## config.mk

```make
export PLATFORM = sky130hd
export DESIGN_NAME = gbs_cell
export DESIGN_NICKNAME = d
export VERILOG_FILES = /design/src/rtl/gbs_pkg.sv /design/src/rtl/gbs_cell.sv
export SDC_FILE = /design/constraint.sdc
export NUM_CORES = 2
export LEC_CHECK = 0
export ABC_AREA = 1
export BUFFER_PORTS_ARGS = -buffer_cell sky130_fd_sc_hd__buf_2
export CORE_MARGIN = 2
export CORE_UTILIZATION = 50
export DETAILED_ROUTE_END_ITERATION = 8
export PLACE_DENSITY = 0.79
export SYNTH_ARGS = -nofsm -noshare
export SYNTH_HDL_FRONTEND = slang
export SYNTH_SLANG_ARGS = --single-unit
```

## constraint.sdc

```tcl
create_clock -name clk -period 15.9 [get_ports clk]
set_clock_uncertainty 0.05 [all_clocks]
set_input_delay 3.18 -clock clk [delete_from_list [all_inputs] [get_ports clk]]
set_output_delay 3.18 -clock clk [all_outputs]
set_load 0.05 [all_outputs]
```

## src/rtl/gbs_pkg.sv

```systemverilog
// Shared types, widths and helpers for the greedy box suppression block.
// Used by the channel interfaces, the kept-box cell and the top level.
package gbs_pkg;

	localparam int COORD_W     = 16;
	localparam int EXT_W       = COORD_W + 1;
	localparam int AREA_W      = 2 * EXT_W;
	localparam int SUM_W       = AREA_W + 1;
	localparam int THR_W       = 9;
	localparam int IOU_SHIFT   = 8;
	localparam int PROD_W      = THR_W + SUM_W;
	localparam int PIXEL_ONE   = 16;
	localparam int MAX_KEPT_DEF = 64;

	localparam logic [THR_W-1:0] THR_RESET = 9'd102;

	typedef struct packed {
		logic [COORD_W-1:0] left;
		logic [COORD_W-1:0] top;
		logic [COORD_W-1:0] right;
		logic [COORD_W-1:0] bottom;
	} box_t;

	// A box travelling down the cell chain.
	typedef struct packed {
		logic              valid;
		box_t              box;
		logic [AREA_W-1:0] area;
	} box_bus_t;

	// Write of a surviving box into the next free cell.
	typedef struct packed {
		logic              en;
		box_t              box;
		logic [AREA_W-1:0] area;
	} store_t;

	typedef enum logic [2:0] {
		ST_IDLE,
		ST_EXT,
		ST_AREA,
		ST_LAUNCH,
		ST_WALK,
		ST_FINISH
	} state_t;

	// Extent from lo to hi with the one-pixel margin, clamped at zero.
	function automatic logic [EXT_W-1:0] extent(input logic [COORD_W-1:0] lo,
		input logic [COORD_W-1:0] hi);
		logic [EXT_W-1:0] upper;
		upper = EXT_W'(hi) + EXT_W'(PIXEL_ONE);
		if (upper > EXT_W'(lo)) begin
			return upper - EXT_W'(lo);
		end
		return '0;
	endfunction

endpackage

```

## src/rtl/gbs_cell.sv

```systemverilog
// One kept-box cell: holds a stored box and tests a passing box against it.
// Uses gbs_pkg types and the extent helper; chained by the top level.
module gbs_cell #(
	parameter int IDX   = 0,
	parameter int CNT_W = 7
) (
	input  logic                        clk,
	input  logic                        arst_n,
	input  gbs_pkg::box_bus_t           box_i,
	input  logic                        hit_i,
	input  logic [gbs_pkg::THR_W-1:0]   thr,
	input  logic [CNT_W-1:0]            count,
	input  gbs_pkg::store_t             store,
	output gbs_pkg::box_bus_t           box_o,
	output logic                        hit_o,
	output logic                        hit_valid_o
);

	gbs_pkg::box_t                 kept_box_q;
	logic [gbs_pkg::AREA_W-1:0]    kept_area_q;
	logic                          pass_valid_q;
	gbs_pkg::box_t                 pass_box_q;
	logic [gbs_pkg::AREA_W-1:0]    pass_area_q;

	logic                          v_s1, v_s2, v_s3;
	logic                          act_s1, act_s2, act_s3;
	logic [gbs_pkg::EXT_W-1:0]     w_s1, h_s1;
	logic [gbs_pkg::SUM_W-1:0]     sum_s1, sum_s2, uni_s3;
	logic [gbs_pkg::AREA_W-1:0]    inter_s2, inter_s3;
	logic                          hit_q, hit_valid_q;

	logic [gbs_pkg::COORD_W-1:0]   ix1, iy1, ix2, iy2;
	logic                          active;
	logic [gbs_pkg::PROD_W-1:0]    lhs, rhs;
	logic                          own_hit;

	assign active = CNT_W'(IDX) < count;

	always_comb begin
		ix1 = (box_i.box.left > kept_box_q.left) ? box_i.box.left : kept_box_q.left;
		iy1 = (box_i.box.top > kept_box_q.top) ? box_i.box.top : kept_box_q.top;
		ix2 = (box_i.box.right < kept_box_q.right) ? box_i.box.right : kept_box_q.right;
		iy2 = (box_i.box.bottom < kept_box_q.bottom) ? box_i.box.bottom : kept_box_q.bottom;
	end

	// Division-free test: 256 * inter >= thr * union.
	assign lhs     = gbs_pkg::PROD_W'({inter_s3, gbs_pkg::IOU_SHIFT'(0)});
	assign rhs     = gbs_pkg::PROD_W'(thr) * gbs_pkg::PROD_W'(uni_s3);
	assign own_hit = act_s3 && (lhs >= rhs);

	always_ff @(posedge clk) begin
		if (store.en && count == CNT_W'(IDX)) begin
			kept_box_q  <= store.box;
			kept_area_q <= store.area;
		end
	end

	always_ff @(posedge clk) begin
		pass_box_q  <= box_i.box;
		pass_area_q <= box_i.area;
		w_s1        <= gbs_pkg::extent(ix1, ix2);
		h_s1        <= gbs_pkg::extent(iy1, iy2);
		sum_s1      <= gbs_pkg::SUM_W'(kept_area_q) + gbs_pkg::SUM_W'(box_i.area);
		act_s1      <= active;
		inter_s2    <= gbs_pkg::AREA_W'(w_s1) * gbs_pkg::AREA_W'(h_s1);
		sum_s2      <= sum_s1;
		act_s2      <= act_s1;
		uni_s3      <= sum_s2 - gbs_pkg::SUM_W'(inter_s2);
		inter_s3    <= inter_s2;
		act_s3      <= act_s2;
		hit_q       <= hit_i | own_hit;
	end

	always_ff @(posedge clk or negedge arst_n) begin
		if (!arst_n) begin
			pass_valid_q <= 1'b0;
			v_s1         <= 1'b0;
			v_s2         <= 1'b0;
			v_s3         <= 1'b0;
			hit_valid_q  <= 1'b0;
		end else begin
			pass_valid_q <= box_i.valid;
			v_s1         <= box_i.valid;
			v_s2         <= v_s1;
			v_s3         <= v_s2;
			hit_valid_q  <= v_s3;
		end
	end

	assign box_o       = {pass_valid_q, pass_box_q, pass_area_q};
	assign hit_o       = hit_q;
	assign hit_valid_o = hit_valid_q;

endmodule

```

==> impl_metrics.yaml <==
min_path:
  hold_path.class: "flop to flop"
clocking:
  clock_sinks: 411
  cts.path.max_buffers: 3
  insertion_delay_ns: 0.60
  post_cts_resized: 0
  clk_pin_slew_worst_paths_ns: 0.06
  holdBufCountCts: 0
  cts_tree: "built"
  numCtsBuffers: 46
  clockRootBuffer: "clkbuf_16"
  postCtsSetupBuffers: 0
  htree_levels: 2
synthesis:
  yosysWarnings: 0
  synth_simple_gate_area_share_pct: 16.10
  synth_xor_xnor_area_share_pct: 3.800
  synth_edf_count: 98
  ys_seq_area_share_pct: 24.27
  synth_top_family_by_area: "adder cells"
  ys_seq_elements: 411
  postSynth.asyncResetShare_pct: 0.9732
  yosys.area.top_type_share_pct: 24.22
  yosys-mux-area-fraction_pct: 0
  synthCells: 4590
  synth-main-ff-cell: "dfxtp_1"
  yosysTopAreaCell: "fa_1"
  syn_area_per_cell_um2: 8.285
  synth_compound_area_share_pct: 7.999
  synth_top_cells_by_area: "fa_1 24%, dfxtp_1 16%, ha_1 12%, nand2_1 11%, inv_1 9.8%"
  synthesis.nets: 5637
  synth.distinct_cells: 52
  synthAdderAreaFrac_pct: 36.39
  synth_area_um2: 38030
placement:
  dpl.hpwl_mm: 79.34
  port_buffers: 317
  place_congestion: 0.9411
timing:
  timing.fmax_ghz: 0.1100
  rsz0062_at_grt: "no"
  setup_viol: 0
  period_needed_ns: 9.089
  worstMarginPinSlew_ns: 0.9470
  finalCritPeriodShare_pct: 57.16
  hold_violations: 0
  maxSlewHeadroom_pct: 36.78
  tns_ns: 0
  slew_viol_final: 0
detailed_routing:
  drc: 0
  dr.pass1.iters: 7
  drtIter0Drc: 1752
  route.vias.total: 30290
  drt-total-wl_mm: 97.48
  viasPerCell: 5.203
  ant_nets: 0
  avgRoutedWirePerCell_um: 16.74
global_route:
  grt_usage_pct: 25.35
  grt-ovfl-total: 0
  grt_max_degree: 64
  grt_pass1_wl_mm: 159.1
  grt_antenna_before_repair: 2
  grt_pass1_vias: 31290
worst_setup_path:
  cp.required_ns: 16.34
  cp_top_family: "adder cells"
  setup.worst_path.class: "input pin to flop"
  worst-path-buf-inv: 5
  arrival_ns: 9.53
  cpMaxStageDelayCell: "buf_2"
  crit_fanout: 35
  end_kind: "flop"
  crit_top_cell: "nand2_1"
  startpoint_type: "input pin"
  max_stage_delay_ns: 0.57
final_layout:
  nets: 5852
  area_delta_synth_final_pct: 9.887
  drive_gt1_share_pct: 9.519
  fill_cells: 6759
die:
  placement_rows: 101
  start_util_pct: 50.32
  coreArea_um2: 75570
  io-pin-count: 318
  die_y_um: 279.8
  die_x_um: 279.8
  die_area_um2: 78280
run_status:
  status: "complete, no violations"
flow_run:
  max_cap_violations: 0
==> area by class of cell <==
type | instances | area [um2] | share of cell area (%)
Multi-Input combinational cell | 3034 | 24450 | 58.52
Sequential cell | 411 | 9229 | 22.09
Inverter | 990 | 3716 | 8.893
Timing Repair Buffer | 322 | 1624 | 3.886
Clock buffer | 60 | 1308 | 3.129
Tap cell | 978 | 1224 | 2.928
Clock inverter | 26 | 230.2 | 0.5509
Antenna cell | 1 | 2.502 | 0.005988
==> layout by cell type (no fill, tap or decap), types with 16 or more instances in the layout <==
cell type,synthesis,final
clkbuf_16,0,49
xnor2_1,63,63
a21oi_1,244,244
nor3_1,31,31
ha_1,370,370
nor2_1,177,176
inv_1,988,988
edfxtp_1,98,98
nand2_2,16,16
o21ai_0,173,173
nor2_4,16,17
nand3_1,98,98
xor2_1,102,102
a21o_1,24,24
dfxtp_1,309,309
nand2_1,1107,1107
buf_2,1,317
fa_1,460,460
nand4_1,24,24
==> per-layer routing <==
metal  GRT usage, %  routed length [um]  vias to the layer above
met4          7.788                3076                        2
li1               -                   -                    14490
met2          45.30               48560                     1041
met3          3.153                5940                      216
met1          31.93               39890                    14550
met5              0                  13                        -
==> Yosys cell counts (3+ instances only) <==
master and instances:
buf_6 5, nor2_1 177, edfxtp_1 98, o211ai_1 12, nand3b_1 3, nand4_1 24, and3_1 3, a21boi_0 12
nor3_1 31, a31oi_1 8, o21ai_1 4, o21ai_2 4, o21ai_0 173, nor2_4 16, a21oi_1 244, dfrtp_1 4
dfxtp_1 309, xnor2_1 63, inv_1 988, o21bai_1 14, a21o_1 24, fa_1 460, nand2_2 16, clkbuf_1 144
ha_1 370, nand2_1 1107, a211oi_1 8, xor2_1 102, nor4_1 13, buf_4 4, o21a_1 11, a21oi_2 11
nand3_1 98, o2111ai_1 4
==> metrics by stage <==
stage / util [%] / std cells / hold WS (ns) / instance area (um2) / setup WS [ns]
floorplan: - / 4590 / 0.2596 / 38030 / 7.066
global placement: 53.26 / 5735 / 0.2616 / 40250 / 6.256
detailed placement: 53.26 / 5735 / 0.2621 / 40250 / 6.214
CTS: 55.29 / 5821 / 0.2755 / 41790 / 6.836
global route: 55.30 / 5822 / 0.2779 / 41790 / 6.172
finish: 55.30 / 5822 / 0.2748 / 41790 / 6.812
==> registers in the layout, summed over array words and instances, names as in the netlist <==
name / cells
box_o: 64
kept_box_q: 64
sum_s1: 35
sum_s2: 35
uni_s3: 35
inter_s2: 34
inter_s3: 34
kept_area_q: 34
pass_area_q: 34
h_s1: 17
w_s1: 17
act_s1: 1
act_s2: 1
act_s3: 1
hit_o: 1
hit_valid_o: 1
v_s1: 1
v_s2: 1
v_s3: 1
==> cells by family after synthesis <==
kind of cell               after synthesis
and+or+nand+nor                       1499
DFF                                    411
xor gates and xnor gates               165
adders and majority gates              830
AOI/OAI and AO/OA                      540
buffers and inverters                 1145
==> final timing paths <==
check	startpoint	end	slack, ns	cells past startpoint
setup / recovery	thr[8]	hit_o$_DFF_P_	6.81	32
hold / removal	sum_s1[0]$_DFF_P_	sum_s2[0]$_DFF_P_	0.27	0
setup reg to reg	uni_s3[2]$_DFF_P_	hit_o$_DFF_P_	9.41	31
hold reg to reg	sum_s1[0]$_DFF_P_	sum_s2[0]$_DFF_P_	0.27	0
max in group asynchronous	arst_n	v_s2$_DFF_PN0_	13.35	1
min in group asynchronous	arst_n	v_s1$_DFF_PN0_	2.34	1
Power is left out: the tool's default activity adds up to more than one toggle a clock period on the data nets, which glitch-free logic cannot reach.
